### src/rtl/core/sfd_pkg.sv
// Shared types and constants for the SLIP frame decoder.
// Holds the framing symbols, result kind and error codes, and the result record.
// No dependencies.
package sfd_pkg;

    // Framing symbols on the wire
    localparam logic [7:0] SYM_START     = 8'hAB;
    localparam logic [7:0] SYM_END       = 8'hBC;
    localparam logic [7:0] SYM_ESC       = 8'hCD;
    localparam logic [7:0] SYM_ESC_START = 8'hAC;
    localparam logic [7:0] SYM_ESC_END   = 8'hBD;
    localparam logic [7:0] SYM_ESC_ESC   = 8'hCE;

    // Shortest frame accepted at the end byte
    localparam int unsigned MIN_FRAME = 6;

    localparam int unsigned LEN_W = 11;

    // Result kinds
    localparam logic [1:0] KIND_DATA  = 2'd0;
    localparam logic [1:0] KIND_GOOD  = 2'd1;
    localparam logic [1:0] KIND_ERROR = 2'd2;

    // Error codes
    localparam logic [1:0] ERR_NONE   = 2'd0;
    localparam logic [1:0] ERR_ESCAPE = 2'd1;
    localparam logic [1:0] ERR_LONG   = 2'd2;
    localparam logic [1:0] ERR_SHORT  = 2'd3;

    typedef struct packed {
        logic [7:0]       data_byte;
        logic [1:0]       kind;
        logic [1:0]       error_code;
        logic [LEN_W-1:0] frame_length;
    } result_t;

    // One decoded result with its valid flag, from decoder to output register
    typedef struct packed {
        logic    valid;
        result_t res;
    } result_slot_t;

endpackage

### src/rtl/core/sfd_in_reg.sv
// Input register of the SLIP frame decoder: holds one raw byte for the decode step.
// Depends on nothing but its ports.
module sfd_in_reg
(
    input  logic       clk,
    input  logic       rst_n,
    input  logic       in_valid,
    output logic       in_ready,
    input  logic [7:0] in_byte,
    input  logic       advance,     // decode step consumes the held byte
    output logic       held_valid,
    output logic [7:0] held_byte
);

    logic       valid_reg;
    logic [7:0] byte_reg;

    // Take a new byte when empty or when the held one moves on this cycle
    assign in_ready = !valid_reg || advance;

    always_ff @(posedge clk or negedge rst_n)
    begin
        if (!rst_n)
        begin
            valid_reg <= 1'b0;
        end
        else if (in_ready)
        begin
            valid_reg <= in_valid;
        end
    end

    always_ff @(posedge clk)
    begin
        if (in_ready && in_valid)
        begin
            byte_reg <= in_byte;
        end
    end

    assign held_valid = valid_reg;
    assign held_byte  = byte_reg;

endmodule

### src/rtl/core/sfd_decode.sv
// Decode step of the SLIP frame decoder: framing state and one-byte deframing logic.
// Depends on sfd_pkg for symbols, codes and the result record.
module sfd_decode
#(
    parameter int unsigned MAX_FRAME = 1024
)
(
    input  logic                 clk,
    input  logic                 rst_n,
    input  logic                 step,       // process the held byte this cycle
    input  logic [7:0]           cur_byte,
    output sfd_pkg::result_slot_t slot
);
    import sfd_pkg::*;

    localparam int unsigned CNT_W = $clog2(MAX_FRAME + 1);
    localparam logic [CNT_W-1:0] MAX_CNT = CNT_W'(MAX_FRAME);
    localparam logic [CNT_W-1:0] MIN_CNT = CNT_W'(MIN_FRAME);

    logic             inside_frame_reg,   inside_frame_next;
    logic             escape_pending_reg, escape_pending_next;
    logic [CNT_W-1:0] decoded_count_reg,  decoded_count_next;

    logic             emit;
    logic [7:0]       emit_val;
    logic             abort;
    logic [1:0]       abort_err;
    logic             good_end;
    logic [CNT_W+LEN_W-1:0] count_ext;
    logic [LEN_W-1:0] count_len;

    assign count_ext = {{LEN_W{1'b0}}, decoded_count_reg};
    assign count_len = count_ext[LEN_W-1:0];

    // Classify the byte against the framing state
    always_comb
    begin
        emit                = 1'b0;
        emit_val            = cur_byte;
        abort               = 1'b0;
        abort_err           = ERR_NONE;
        good_end            = 1'b0;
        inside_frame_next   = inside_frame_reg;
        escape_pending_next = escape_pending_reg;
        decoded_count_next  = decoded_count_reg;

        priority if (!inside_frame_reg)
        begin
            if (cur_byte == SYM_START)
            begin
                inside_frame_next   = 1'b1;
                escape_pending_next = 1'b0;
                decoded_count_next  = '0;
            end
        end
        else if (escape_pending_reg)
        begin
            escape_pending_next = 1'b0;
            priority if (cur_byte == SYM_ESC_START)
            begin
                emit     = 1'b1;
                emit_val = SYM_START;
            end
            else if (cur_byte == SYM_ESC_END)
            begin
                emit     = 1'b1;
                emit_val = SYM_END;
            end
            else if (cur_byte == SYM_ESC_ESC)
            begin
                emit     = 1'b1;
                emit_val = SYM_ESC;
            end
            else
            begin
                abort     = 1'b1;
                abort_err = ERR_ESCAPE;
            end
        end
        else if (cur_byte == SYM_START)
        begin
            // start byte inside a frame: ignore
        end
        else if (cur_byte == SYM_ESC)
        begin
            escape_pending_next = 1'b1;
        end
        else if (cur_byte == SYM_END)
        begin
            if (decoded_count_reg < MIN_CNT)
            begin
                abort     = 1'b1;
                abort_err = ERR_SHORT;
            end
            else
            begin
                good_end = 1'b1;
            end
        end
        else
        begin
            emit = 1'b1;
        end

        // A data byte past the length limit aborts the frame instead
        if (emit && (decoded_count_reg >= MAX_CNT))
        begin
            emit      = 1'b0;
            abort     = 1'b1;
            abort_err = ERR_LONG;
        end

        if (emit)
        begin
            decoded_count_next = decoded_count_reg + 1'b1;
        end

        if (abort || good_end)
        begin
            inside_frame_next   = 1'b0;
            escape_pending_next = 1'b0;
            decoded_count_next  = '0;
        end
    end

    // Build the result record
    always_comb
    begin
        slot.valid                = step && (emit || abort || good_end);
        slot.res.data_byte        = 8'd0;
        slot.res.kind             = KIND_DATA;
        slot.res.error_code       = ERR_NONE;
        slot.res.frame_length     = '0;
        priority if (emit)
        begin
            slot.res.data_byte    = emit_val;
        end
        else if (abort)
        begin
            slot.res.kind         = KIND_ERROR;
            slot.res.error_code   = abort_err;
            slot.res.frame_length = count_len;
        end
        else if (good_end)
        begin
            slot.res.kind         = KIND_GOOD;
            slot.res.frame_length = count_len;
        end
        else
        begin
            slot.res.data_byte    = 8'd0;
        end
    end

    always_ff @(posedge clk or negedge rst_n)
    begin
        if (!rst_n)
        begin
            inside_frame_reg   <= 1'b0;
            escape_pending_reg <= 1'b0;
            decoded_count_reg  <= '0;
        end
        else if (step)
        begin
            inside_frame_reg   <= inside_frame_next;
            escape_pending_reg <= escape_pending_next;
            decoded_count_reg  <= decoded_count_next;
        end
    end

endmodule

### src/rtl/core/sfd_out_reg.sv
// Output register of the SLIP frame decoder: holds one result until the sink takes it.
// Depends on sfd_pkg for the result record.
module sfd_out_reg
(
    input  logic                  clk,
    input  logic                  rst_n,
    input  sfd_pkg::result_slot_t slot,
    output logic                  load_ok,   // register is free or draining this cycle
    output logic                  out_valid,
    input  logic                  out_ready,
    output sfd_pkg::result_t      out_res
);
    import sfd_pkg::*;

    logic    valid_reg;
    result_t res_reg;

    assign load_ok = !valid_reg || out_ready;

    always_ff @(posedge clk or negedge rst_n)
    begin
        if (!rst_n)
        begin
            valid_reg <= 1'b0;
        end
        else if (load_ok)
        begin
            valid_reg <= slot.valid;
        end
    end

    always_ff @(posedge clk)
    begin
        if (load_ok && slot.valid)
        begin
            res_reg <= slot.res;
        end
    end

    assign out_valid = valid_reg;
    assign out_res   = res_reg;

endmodule

### src/rtl/core/slip_frame_decoder.sv
// Top level of the SLIP frame decoder: input register, decode step, output register.
// Depends on sfd_pkg, sfd_in_reg, sfd_decode and sfd_out_reg.
//
// Usage:
//   Raw serial bytes enter on the s_axis channel, one byte per transfer.
//   Bytes outside a frame are dropped until the start byte 0xAB. Inside a
//   frame, escapes (0xCD then 0xAC/0xBD/0xCE) are decoded and each decoded
//   byte leaves on m_axis with tuser kind = data. The end byte 0xBC yields a
//   frame-good result carrying the decoded length; a short frame (under six
//   bytes), a bad escape or a frame over MAX_FRAME bytes yields an error
//   result with its code and the count so far, then the block hunts again.
//   Path: each byte is held in the input register, decoded, and its result
//   is registered in the output register before it is offered on m_axis.
//   Throughput: one byte per cycle while the sink does not stall, set by
//   the state update in the decode step; bytes that make no result are
//   still consumed by a decode step.
//   Reset clears the framing state (hunting, no escape, count zero) and
//   empties both registers. When the sink stalls, the output register holds
//   its result, the input register holds one byte, and s_axis_tready drops.
module slip_frame_decoder
#(
    parameter int unsigned MAX_FRAME = 1024
)
(
    input  logic        clk,
    input  logic        rst_n,

    input  logic        s_axis_tvalid,
    output logic        s_axis_tready,
    input  logic [7:0]  s_axis_tdata,   // [7:0] in_byte

    output logic        m_axis_tvalid,
    input  logic        m_axis_tready,
    output logic [23:0] m_axis_tdata,   // [7:0] data_byte, [9:8] error_code,
                                        // [20:10] frame_length, [23:21] zero
    output logic [1:0]  m_axis_tuser    // [1:0] kind
);
    import sfd_pkg::*;

    logic         held_valid;
    logic [7:0]   held_byte;
    logic         load_ok;
    logic         step;
    result_slot_t slot;
    result_t      out_res;

    // Advance the held byte whenever the output register can take its result
    assign step = held_valid && load_ok;

    sfd_in_reg u_in_reg
    (
        .clk        (clk),
        .rst_n      (rst_n),
        .in_valid   (s_axis_tvalid),
        .in_ready   (s_axis_tready),
        .in_byte    (s_axis_tdata),
        .advance    (step),
        .held_valid (held_valid),
        .held_byte  (held_byte)
    );

    sfd_decode #(
        .MAX_FRAME (MAX_FRAME)
    ) u_decode
    (
        .clk      (clk),
        .rst_n    (rst_n),
        .step     (step),
        .cur_byte (held_byte),
        .slot     (slot)
    );

    sfd_out_reg u_out_reg
    (
        .clk       (clk),
        .rst_n     (rst_n),
        .slot      (slot),
        .load_ok   (load_ok),
        .out_valid (m_axis_tvalid),
        .out_ready (m_axis_tready),
        .out_res   (out_res)
    );

    // Pack the result fields, lowest field first
    assign m_axis_tdata = {3'b000, out_res.frame_length, out_res.error_code, out_res.data_byte};
    assign m_axis_tuser = out_res.kind;

endmodule
### config.mk
export PLATFORM = sky130hd
export DESIGN_NAME = slip_frame_decoder
export DESIGN_NICKNAME = d
export VERILOG_FILES = /design/src/rtl/core/sfd_pkg.sv /design/src/rtl/core/sfd_in_reg.sv /design/src/rtl/core/sfd_decode.sv /design/src/rtl/core/sfd_out_reg.sv /design/src/rtl/core/slip_frame_decoder.sv
export SDC_FILE = /design/constraint.sdc
export NUM_CORES = 1
export LEC_CHECK = 0
export BUFFER_PORTS_ARGS = -buffer_cell sky130_fd_sc_hd__buf_4
export CORE_UTILIZATION = 55
export CTS_BUF_LIST = sky130_fd_sc_hd__clkbuf_8 sky130_fd_sc_hd__clkbuf_16
export DETAILED_ROUTE_END_ITERATION = 7
export PLACE_DENSITY = 0.79
export REMOVE_ABC_BUFFERS = 1
export SLEW_MARGIN = 10
export SYNTH_ARGS = -nofsm -noshare
export SYNTH_HDL_FRONTEND = slang
export SYNTH_SLANG_ARGS = --single-unit
### constraint.sdc
create_clock -name clk -period 9.5 [get_ports clk]
set_input_delay 0.95 -clock clk [delete_from_list [all_inputs] [get_ports clk]]
set_output_delay 0.95 -clock clk [all_outputs]
set_load 0.01 [all_outputs]
# Yosys cells after proc, flatten, opt, wreduce, memory -nomap -nowiden
# Cells that the tools add are included.
[word_totals]
reg_bits = 46
input_bits = 12
output_inout_bits = 28
[classes]
muxes = 57
add_sub_neg = 1
n_reduce_logical = 19
n_lt_le_gt_ge = 2
eq_ne = 7
bitwise = 2
[ops]
columns = ["cell", "n"]
rows = [
  ["11-bit 2-to-1 mux", 6],
  ["8-bit equality test, second input constant", 6],
  ["8-bit 2-to-1 mux", 5],
  ["1-bit 2-to-1 mux", 36],
  ["2-bit 2-to-1 mux", 10],
  ["11-bit by 1-bit adder with 11-bit output, second input constant", 1],
  ["11-bit greater-or-equal comparator, second input constant", 1],
  ["11-bit by 3-bit less-than comparator with 1-bit output, second input constant", 1],
  ["3-bit nonzero test", 2],
  ["1-bit logical AND", 5],
  ["1-bit logical OR", 5],
  ["2-bit OR reduction", 2],
  ["4-bit OR reduction", 1],
  ["3-bit inequality test, second input constant", 1],
  ["3-bit AND reduction", 1],
  ["1-bit logical NOT", 2],
  ["1-bit NOT", 2],
  ["2-bit AND reduction", 1],
]

# Longest topological paths before layout
# Gate-level depths: netlist of run 1.
[depth]
ltp_word = 12
depth_mapped = 8
depth_no_buf = 6

# Modules after synthesis
# Synthesis of run 1 repeated with hierarchy kept, for this count alone.
[unflattened]
hier_cells = 193
area_unflattened_um2 = 2303.5
[by_module_without_submodules]
columns = ["module", "area_per_inst_um2", "cells_per_inst", "n_inst", "seq_area_each_um2"]
rows = [
  ["sfd_decode", 1232.4, 149, 1, 325.3],
  ["sfd_out_reg", 744.5, 27, 1, 715.7],
  ["sfd_in_reg", 294.0, 12, 1, 265.3],
  ["slip_frame_decoder", 32.5, 5, 1, 0.0],
]

# Worst setup path before layout of run 1
# Ideal clock, no wire load.
[synth_timing]
path_kind = "flip-flop to flip-flop"
from = "reg u_in_reg.byte_reg[0] (netlist: u_in_reg.held_byte[0])"
to = "reg u_out_reg.res_reg, in the netlist u_out_reg.out_res[0] (enable)"
period_less_slack_ns = 3.063
path_stages_with_launch = 9
setup_time_ns = 0.403
path_buffers = 2
slack_ns = 6.437
arrival_ns = 2.660
required_time_ns = 9.097
cell_sequence = "edfxtp_1 > buf_4 > and4bb_1 > o2111ai_2 > a21oi_1 > o311ai_1 > clkbuf_1 > nor2_1 > nor2_1"
[synth_via]
elab_chain_cells = 12
elab_cells_between_ends = 34
[synth_lines]
columns = ["item", "line_no", "source"]
rows = [
  ["start, declared", "sfd_in_reg.sv:16", "logic [7:0] byte_reg;"],
  ["start signal, assigned", "sfd_in_reg.sv:37", "byte_reg <= in_byte;"],
  ["8-bit equality test, on equally long branches", "sfd_decode.sv:88, sfd_decode.sv:69", ""],
  ["1-bit 2-to-1 mux, on equally long branches", "sfd_decode.sv:88, sfd_decode.sv:69", ""],
  ["1-bit 2-to-1 mux, on equally long branches", "sfd_decode.sv:84, sfd_decode.sv:64", ""],
  ["1-bit 2-to-1 mux, on equally long branches", "sfd_decode.sv:80, sfd_decode.sv:59", ""],
  ["1-bit 2-to-1 mux", "sfd_decode.sv:56", "else if (escape_pending_reg)"],
  ["1-bit 2-to-1 mux", "sfd_decode.sv:47", "priority if (!inside_frame_reg)"],
  ["1-bit logical AND", "sfd_decode.sv:106", "if (emit && (decoded_count_reg >= MAX_CNT))"],
  ["1-bit 2-to-1 mux", "sfd_decode.sv:106", ""],
  ["1-bit logical OR", "sfd_decode.sv:129", "slot.valid = step && (emit || abort || good_end);"],
  ["1-bit logical OR *", "sfd_decode.sv:129", ""],
  ["1-bit logical AND *", "sfd_decode.sv:129", ""],
  ["1-bit logical AND *", "sfd_out_reg.sv:34", "if (load_ok && slot.valid)"],
  ["end signal, assigned", "sfd_out_reg.sv:36", "res_reg <= slot.res;"],
  ["end, declared", "sfd_out_reg.sv:16", "result_t res_reg;"],
]
# Every way passes the cells marked *; elsewhere a longest branch is shown, timed or not.
# A chain may end at the register's enable or synchronous reset.

# Worst setup path after layout of run 1
[layout_timing]
from = "reg u_in_reg.byte_reg[0] (netlist: u_in_reg.held_byte[0])"
to = "reg u_out_reg.res_reg, in the netlist u_out_reg.out_res[21] (enable)"
# The elaborated chain is that of the path after synthesis.

==> results of run 1 <==
-- metrics by stage --
stage                     worst slack [ps]  utilization  total power, mW
after floorplan                       6320            -            0.260
after detailed placement              6170        0.662            0.277
after global routing                  6170        0.701            0.460
after global placement                6350        0.662            0.276
final                                 6460        0.701            0.444
after CTS                             6140        0.699            0.445
-- path summary, 6_finish.rpt --
path | depth (start not counted) | from | slack (ps) | to
setup / recovery | 6 | u_in_reg.held_byte[0] | 6460 | u_out_reg.out_res[21]
setup reg to reg | 6 | u_in_reg.held_byte[0] | 6460 | u_out_reg.out_res[21]
max in group asynchronous | 1 | rst_n | 8840 | u_in_reg.held_valid
hold / removal | 1 | rst_n | 480 | u_out_reg.out_valid
hold reg to reg | 2 | u_decode.escape_pending_reg | 610 | u_decode.escape_pending_reg
min in group clk | 2 | u_decode.escape_pending_reg | 610 | u_decode.escape_pending_reg
-- Yosys cell counts (all sizes together) (3+ instances only) --
master   count
a21oi        8
a22o         4
and2        19
and3         4
buf          7
clkbuf       3
dfrtp       15
edfxtp      31
inv          5
nand2       12
nand3        7
nand4        3
nor2        11
nor3         4
o21ai        9
o2bb2ai      5
o31ai        3
or4          3
-- final cells by class --
type | instances | share of cell area
Sequential cell | 46 | 0.491
Multi-Input combinational cell | 131 | 0.326
Clock inverter | 3 | 0.0259
Tap cell | 48 | 0.0226
Inverter | 5 | 0.00705
Clock buffer | 5 | 0.0259
Timing Repair Buffer | 36 | 0.102
-- cell families (layout without fill, tap and decap cells) --
group / Yosys count / in the layout / synth area share
simple gates: 83 / 83 / 0.225
flops: 46 / 46 / 0.582
compound gates: 41 / 41 / 0.133
buf+inv: 15 / 49 / 0.0390
mux: 3 / 3 / 0.0139
fa+ha+maj: 1 / 1 / 0.00557
other cells: 1 / 3 / 0.00167
-- placed cells by master (no fill, tap or decap), types with 3 or more instances in the layout --
master,Yosys,routed
a21oi_1,8,8
a22o_1,4,4
and2_1,18,18
and3_1,4,4
buf_4,4,36
clkbuf_8,0,5
conb_1,1,3
dfrtp_1,15,15
edfxtp_1,31,31
inv_1,5,5
nand2_1,12,12
nand3_1,7,7
nand4_1,3,3
nor2_1,11,10
nor3_1,4,4
o21ai_0,8,8
o2bb2ai_1,5,5
o31ai_1,3,3
or4_1,3,3
-- routing by layer --
layer | GRT usage | part of all wire
met5 | 0 | 0
met4 | 0.0679 | 0.0086
met3 | 0.0466 | 0.066
met2 | 0.341 | 0.48
met1 | 0.311 | 0.45
-- worst max-delay path: stages, from the launching register on --
cell	delay, ps
edfxtp_1	530
and4bb_4	270
o2111ai_2	220
nor3b_2	300
o21a_1	450
nor2_1	110
nor2_2	780
-- power by group --
group          leakage, nW  internal [mW]  total, mW  switching [mW]
combinational        0.461         0.0173     0.0372          0.0199
clock               0.0683          0.105      0.170          0.0651
sequential           0.510          0.224      0.236          0.0125
total                 1.04          0.346      0.444          0.0976
==> results_dict.tcl, run 1 <==
set metrics [dict create \
    status "complete, no violations" \
    synth_cell_types 50 \
    multi_input_area_um2 868 \
    cts_root_buffer "clkbuf_8" \
    core_mm2 0.00380 \
    final_cell_area_mm2 0.00266 \
    hold_viol 0 \
    die_area_mm2 0.00434 \
    gr-total-overflow 0 \
    dp.cells 266 \
    cts.clk_slew.worst_paths_ps 90 \
    leakagePower_nw 1.04 \
    hp-class "input port to async pin" \
    synth_area_mm2 0.00224 \
    regArea_mm2 0.00131 \
    crit_fanout 23 \
    yosysWarningCount 0 \
    async_flop_share 0.326 \
    cts_tree "yes" \
    cts_inserted_buffers 5 \
    track_usage 0.220 \
    ant_nets 0 \
    clk_latency_ps 300 \
    n_antenna_cell 0 \
    fin_crit_sh 0.320 \
    cts_setup_buffers 0 \
    drt_wl_total_mm 4.19 \
    numClockSinks 46 \
    syn_avg_cell_area_um2 11.8 \
    rsz0062_at_grt "false" \
    criticalPathCategory "flop to flop" \
    ys_seq_area_frac 0.582 \
    cp-end-kind "flop" \
    wire_per_inst_um 15.3 \
    htreeDepth 2 \
    drc_errors 0 \
    p_per_area_mw_per_mm2 167 \
    ctsHoldBuffers 0 \
    hpwl_mm 3.09 \
    relSlewSlack 0.335 \
    area_growth_pct 18.6 \
    row_count 22 \
    vias 1617 \
    clockBufferDepth 2 \
    dr.first_iter.drc_count 57 \
    netlist_instances 190 \
    antenna_found_initial 0 \
    synthTopCellsByArea "edfxtp_1 (41%), dfrtp_1 (17%), and2_1 (5.0%), nand2_1 (2.0%), o2bb2ai_1 (2.0%)" \
    cp-start-kind "flop" \
    whs_ps 483 \
    synth_ff_type "edfxtp_1" \
    grt_first_pass_wirelength_mm 7.11 \
    peakVddDrop_mv 0.138 \
    fin_cells 274 \
    io_pins 40 \
    grt_max_degree 24 \
    slew_violations 0 \
    dieHeight_um 65.9 \
    place_congestion 0.840 \
    setup_violations 0 \
    layout-drive-gt1-share 0.248 \
    finalClockSkew_ps 9.19 \
    dpl_cell_area_mm2 0.00252 \
    ys_ff_latch 46 \
    dr.pass1.iters 4 \
    max_freq_mhz 329 \
    critPathArrivalTime_ps 2960 \
    tightest_slew_ps 997 \
    io_buffers 36 \
    fin_tns_setup_ps 0 \
    start_util 0.591 \
    cts_resized 0 \
    nets 238 \
    cap_violations 0 \
    grt_pass1_vias 1524 \
    die_x_um 65.9 \
    finalCriticalPeriod_ps 3040 \
    yosys.area.top_type "edfxtp_1" \
    viasPerCell 5.90 \
    synth-edff-count 31 \
    fillers 290 \
    crit_required_ps 9420 \
    largest_register_ffs 23 \
    synth_top_area_share 0.415 \
]
(Power assumes the default switching activity.)
==> inputs of run 2 (changes only) <==
--- a/config.mk
+++ b/config.mk
@@ -6,10 +6,10 @@
 export NUM_CORES = 1
 export LEC_CHECK = 0
 export BUFFER_PORTS_ARGS = -buffer_cell sky130_fd_sc_hd__buf_4
-export CORE_UTILIZATION = 55
+export CORE_UTILIZATION = 50
 export CTS_BUF_LIST = sky130_fd_sc_hd__clkbuf_8 sky130_fd_sc_hd__clkbuf_16
 export DETAILED_ROUTE_END_ITERATION = 7
-export PLACE_DENSITY = 0.79
+export PLACE_DENSITY = 0.75
 export REMOVE_ABC_BUFFERS = 1
 export SLEW_MARGIN = 10
 export SYNTH_ARGS = -nofsm -noshare
==> constraint.sdc (replaced) <==
create_clock -name clk -period 2.6 [get_ports clk]
set_input_delay 0.26 -clock clk [delete_from_list [all_inputs] [get_ports clk]]
set_output_delay 0.26 -clock clk [all_outputs]
set_load 0.01 [all_outputs]
==> run 2 against run 1 <==
Against the previous run: clock-buffer cell count is the same; global-route usage shrank 4.2 points; fmax grew 40%; wire length shrank 4.2%; cell count grew 3.3%; critical path depth grew 1; via count shrank 0.93%; flip-flop and latch count is the same; combinational power grew to 3.8 times the previous value; worst hold slack lost 350 ps; sequential share of layout area grew 0.092 points; worst setup slack lost 6000 ps.
==> results_dict.tcl, run 2 (same netlist as run 1, synthesis figures left out) <==
set metrics [dict create \
    slew_violations 0 \
    multi_input_area_um2 861 \
    rsz0062_at_grt "false" \
    clock_power_share 0.287 \
    clockBufferDepth 2 \
    start_util 0.519 \
    n_antenna_cell 0 \
    viasPerCell 5.66 \
    cp-end-kind "flop" \
    regArea_mm2 0.00131 \
    detailroute.wirelength.met2_mm 1.78 \
    cts.clk_slew.worst_paths_ps 80 \
    crit_fanout 23 \
    layout-drive-gt1-share 0.251 \
    p_per_area_mw_per_mm2 532 \
    wire_per_inst_um 14.2 \
    antenna_found_initial 0 \
    fin_tns_setup_ps 0 \
    switching_share 0.244 \
    p_sw_mw 0.345 \
    top_layer "met4" \
    seqPwrFrac 0.611 \
    io_buffers 36 \
    die_x_um 69 \
    numClockSinks 46 \
    hp-class "input port to flop" \
    fin_cells 283 \
    drc_errors 0 \
    place_congestion 0.879 \
    fillers 345 \
    dp.cells 274 \
    largest_register_ffs 23 \
    cts_inserted_buffers 5 \
    htreeDepth 2 \
    min_from "s_axis_tdata[3]" \
    hpwl_mm 2.86 \
    grt_first_pass_wirelength_mm 6.79 \
    gr-total-overflow 0 \
    whs_path_depth 1 \
    area_growth_pct 18.3 \
    hold_viol 0 \
    clk_latency_ps 290 \
    max_freq_mhz 461 \
    finalCriticalPeriod_ps 2170 \
    final_cell_area_mm2 0.00266 \
    pwr-share-comb 0.101 \
    regToRegStartpoint "u_in_reg.held_byte[0]" \
    wl_met3_um 228 \
    io_pins 40 \
    power_mw 1.41 \
    crit_required_ps 2600 \
    core_mm2 0.00432 \
    track_usage 0.178 \
    cts_tree "yes" \
    dpl_cell_area_mm2 0.00256 \
    fin_crit_sh 0.835 \
    setup_violations 0 \
    grt_max_degree 24 \
    final_cell_mix "buf_4 (39), edfxtp_1 (31), and2_1 (18)" \
    vias 1602 \
    min_to "u_in_reg.held_byte[3]" \
    leakagePower_nw 1.05 \
    mostFrequentLayoutCell "buf_4" \
    status "complete, no violations" \
    internal-power_mw 1.07 \
    cp-start-kind "flop" \
    criticalPathCategory "flop to flop" \
    critPathArrivalTime_ps 2170 \
    ant_nets 0 \
    wl_met1_mm 1.93 \
    cap_violations 0 \
    die_area_mm2 0.00476 \
    r2r_end "u_out_reg.out_res[16]" \
    dr.first_iter.drc_count 158 \
    dr.pass1.iters 5 \
    cts_root_buffer "clkbuf_8" \
    drt_wl_total_mm 4.02 \
    row_count 24 \
    peakVddDrop_mv 0.292 \
    dieHeight_um 69 \
    grt_pass1_vias 1429 \
    rr_worst_depth 7 \
    finalClockSkew_ps 3.87 \
    r2r_slack_ps 430 \
    nets 243 \
]
run 2: changes by cell type in the layout (fill, tap and decap cells not counted), sizes merged:
cell	before	now
clkinv	1	2
bufinv	2	0
inv	5	6
buf	36	40
dlygate4sd3	0	1
run 2: metrics by stage:
stage                     hold WS (ps)  worst slack [ps]   util
after floorplan                  -35.6              -576      -
after global placement             123               434  0.593
after detailed placement           125               448  0.593
after CTS                          131               420  0.614
after global routing               123               259  0.614
final                              138               430  0.614
run 2: repair_timing:
item / CTS / global route
gates resized for setup: 0 / 0
hold buffers: 1 / 0
endpoints found under the hold margin: 15 / 0
buffers inserted: 0 / 0
run 2: area by class of cell:
| cell class | instances | share of cell area |
|---|---|---|
| clock buffers | 5 | 0.0259 |
| clock inverters | 3 | 0.00518 |
| inverters | 5 | 0.00707 |
| multi-input cells | 131 | 0.324 |
| flip-flops and latches | 46 | 0.492 |
| well taps | 52 | 0.0245 |
| repair buffers | 41 | 0.122 |
run 2: worst max path at each step:
stage,start,endpoint,slack (ps),cells past startpoint
6_report,u_in_reg.held_byte[0],u_out_reg.out_res[16],430,7
5_1_grt,u_in_reg.held_byte[0],u_out_reg.out_res[20],260,7
4_1_cts,u_in_reg.held_byte[0],u_out_reg.out_res[19],420,7
3_5_place_dp,u_in_reg.held_byte[5],u_out_reg.out_res[4],450,7
3_3_place_gp,u_in_reg.held_byte[2],u_out_reg.out_res[20],430,7
2_1_floorplan,u_in_reg.held_byte[0],u_out_reg.out_res[0],-580,6
run 2: critical path, cell delays in order (launching register included):
cell and delay [ps]:
edfxtp_1 530, and4bb_1 290, o2111ai_2 200, nor3b_2 290
o21a_1 190, nor2_1 60, nor2_2 140, buf_12 190
run 2: metal layers:
metal / global-route usage / vias up
li1: - / 789
met3: 0.0497 / 7
met2: 0.251 / 60
met1: 0.260 / 746
met5: 0 / -
met4: 0.0703 / 0
run 2: power groups by stage:
| stage | logic, mW | clock network, mW | registers (mW) |
|---|---|---|---|
| finish | 0.143 | 0.406 | 0.865 |
| global route | 0.159 | 0.448 | 0.868 |
| CTS | 0.144 | 0.419 | 0.862 |
| detailed placement | 0.143 | 0 | 0.877 |
| global placement | 0.140 | 0 | 0.875 |
| floorplan | 0.0819 | 0 | 0.869 |
==> inputs of run 3 (changes only) <==
--- a/config.mk
+++ b/config.mk
@@ -6,10 +6,10 @@
 export NUM_CORES = 1
 export LEC_CHECK = 0
 export BUFFER_PORTS_ARGS = -buffer_cell sky130_fd_sc_hd__buf_4
-export CORE_UTILIZATION = 50
+export CORE_UTILIZATION = 55
 export CTS_BUF_LIST = sky130_fd_sc_hd__clkbuf_8 sky130_fd_sc_hd__clkbuf_16
 export DETAILED_ROUTE_END_ITERATION = 7
-export PLACE_DENSITY = 0.75
+export PLACE_DENSITY = 0.79
 export REMOVE_ABC_BUFFERS = 1
 export SLEW_MARGIN = 10
 export SYNTH_ARGS = -nofsm -noshare
==> constraint.sdc (replaced) <==
create_clock -name clk -period 2.1 [get_ports clk]
set_input_delay 0.21 -clock clk [delete_from_list [all_inputs] [get_ports clk]]
set_output_delay 0.21 -clock clk [all_outputs]
set_load 0.01 [all_outputs]
==> run 3 against run 2 <==
Against the previous run: the run now ends with negative setup slack left; non-clock buffer count up 19; die area down 8.8%; clock power up 32%; via count up 8.1%; fmax down 0.78%; critical path type unchanged; largest cell class unchanged; highest routed layer unchanged.
==> results_dict.tcl, run 3 (same netlist as run 1, synthesis figures left out) <==
set metrics [dict create \
    status "finished, violations left" \
    hpwl_mm 3.16 \
    core_mm2 0.00380 \
    power_mw 1.83 \
    viasPerCell 5.81 \
    track_usage 0.235 \
    fin_tns_setup_ps -1970 \
    nets 262 \
    dieHeight_um 65.9 \
    final_cell_mix "buf_4 (57), edfxtp_1 (31), and2_1 (18)" \
    io_buffers 36 \
    critPathArrivalTime_ps 2260 \
    p_per_area_mw_per_mm2 634 \
    cts.clk_slew.worst_paths_ps 80 \
    regToRegStartpoint "u_in_reg.held_byte[6]" \
    htreeDepth 2 \
    largest_register_ffs 23 \
    multi_input_area_um2 927 \
    tightest_slew_ps 509 \
    layout-drive-gt1-share 0.344 \
    crit_required_ps 2170 \
    max_freq_mhz 457 \
    die_area_mm2 0.00434 \
    ant_nets 0 \
    setup_violations 27 \
    grt_first_pass_wirelength_mm 7.41 \
    max_stage_delay_ps 490 \
    cp_top_family "simple AND/OR/NAND/NOR gates" \
    dr.first_iter.drc_count 111 \
    cp-start-kind "flop" \
    drt_wl_total_mm 4.67 \
    rr_worst_depth 8 \
    relSlewSlack 0.660 \
    die_x_um 65.9 \
    path_cells "and4bb_4 -> o2111ai_2 -> nor3b_2 -> o21a_1 -> nor2_2 -> nor2_2 -> buf_4 -> buf_4" \
    drc_errors 0 \
    cts_root_buffer "clkbuf_8" \
    final_util 0.761 \
    regArea_mm2 0.00131 \
    antenna_found_initial 0 \
    io_pins 40 \
    rsz0062_at_grt "true" \
    whs_ps 85.7 \
    grt_pass1_vias 1596 \
    dpl_cell_area_mm2 0.00263 \
    cts_inserted_buffers 5 \
    failed_checks "negative setup slack" \
    slew_violations 0 \
    min_from "s_axis_tdata[2]" \
    criticalPathCategory "flop to flop" \
    hold_viol 0 \
    mostFrequentLayoutCell "buf_4" \
    cp-end-kind "flop" \
    hp-class "input port to flop" \
    cp_slowest_cell "edfxtp_1" \
    final_cell_area_mm2 0.00289 \
    finalClockSkew_ps 9.62 \
    place_congestion 0.810 \
    dr.pass1.iters 5 \
    peakVddDrop_mv 0.520 \
    setup_ws_ps -86.7 \
    wire_per_inst_um 15.7 \
    r2r_slack_ps -90 \
    crit_fanout 6 \
    fin_crit_sh 1.04 \
    clk_latency_ps 300 \
    leakagePower_nw 1.16 \
    numClockSinks 46 \
    start_util 0.591 \
    vias 1731 \
    gr-total-overflow 0 \
    row_count 22 \
    finalCriticalPeriod_ps 2190 \
    min_to "u_in_reg.held_byte[2]" \
    cts_tree "yes" \
    r2r_end "u_out_reg.out_res[15]" \
    critPathBufInv 2 \
    cap_violations 0 \
    whs_path_depth 1 \
    n_antenna_cell 0 \
    area_growth_pct 28.8 \
    clockBufferDepth 2 \
    fillers 254 \
    grt_max_degree 17 \
]
-- run 3: cell count changes in the layout (fill, tap and decap cells not counted), sizes merged --
| cell | previous run | this run |
|---|---|---|
| buf | 40 | 59 |
| clkinv | 2 | 0 |
| clkinvlp | 0 | 2 |
-- run 3: worst max-delay path by stage --
stage / startpoint / end / slack, ps / depth (start not counted)
floorplan: u_in_reg.held_byte[0] / u_out_reg.out_res[0] / -1080 / 6
global placement: u_in_reg.held_byte[3] / u_out_reg.out_res[20] / 5 / 7
detailed placement: u_in_reg.held_byte[6] / u_out_reg.out_res[22] / -40 / 7
CTS: u_in_reg.held_byte[5] / u_out_reg.out_res[22] / -50 / 8
global route: u_in_reg.held_byte[6] / u_out_reg.out_res[21] / -190 / 8
finish: u_in_reg.held_byte[6] / u_out_reg.out_res[15] / -90 / 8
-- run 3: power breakdown --
part / switching [mW] / total, mW / internal [mW]
logic: 0.112 / 0.231 / 0.119
registers: 0.0528 / 1.06 / 1.01
clock network: 0.299 / 0.537 / 0.238
total: 0.464 / 1.83 / 1.37
-- run 3: cell type report --
cell class,count,area share
clock inverters,3,0.00823
multi-input cells,131,0.321
repair buffers,60,0.168
flip-flops and latches,46,0.452
well taps,48,0.0208
clock buffers,5,0.0238
inverters,5,0.00649
-- run 3: layer usage --
layer / vias up / routed length (µm) / GRT usage
met4: 0 / 53 / 0.103
met3: 4 / 329 / 0.0552
met2: 75 / 2280 / 0.364
li1: 839 / - / -
met5: - / 0 / 0
met1: 813 / 2010 / 0.314
-- run 3: what timing repair did --
item / 4_1_cts / 5_1_grt
setup endpoints to repair: 26 / 36
setup buffers: 4 / 5
hold buffers: 1 / 0
gates resized for setup: 7 / 8
gates cloned: 1 / 0
endpoints found under the hold margin: 15 / 0
pin swaps: 3 / 4
-- run 3: per-stage QoR --
step	cells	worst slack [ps]
after global placement	279	4.81
after detailed placement	279	-41.9
after global routing	298	-188
after CTS	293	-46.4
after floorplan	182	-1080
final	298	-86.7
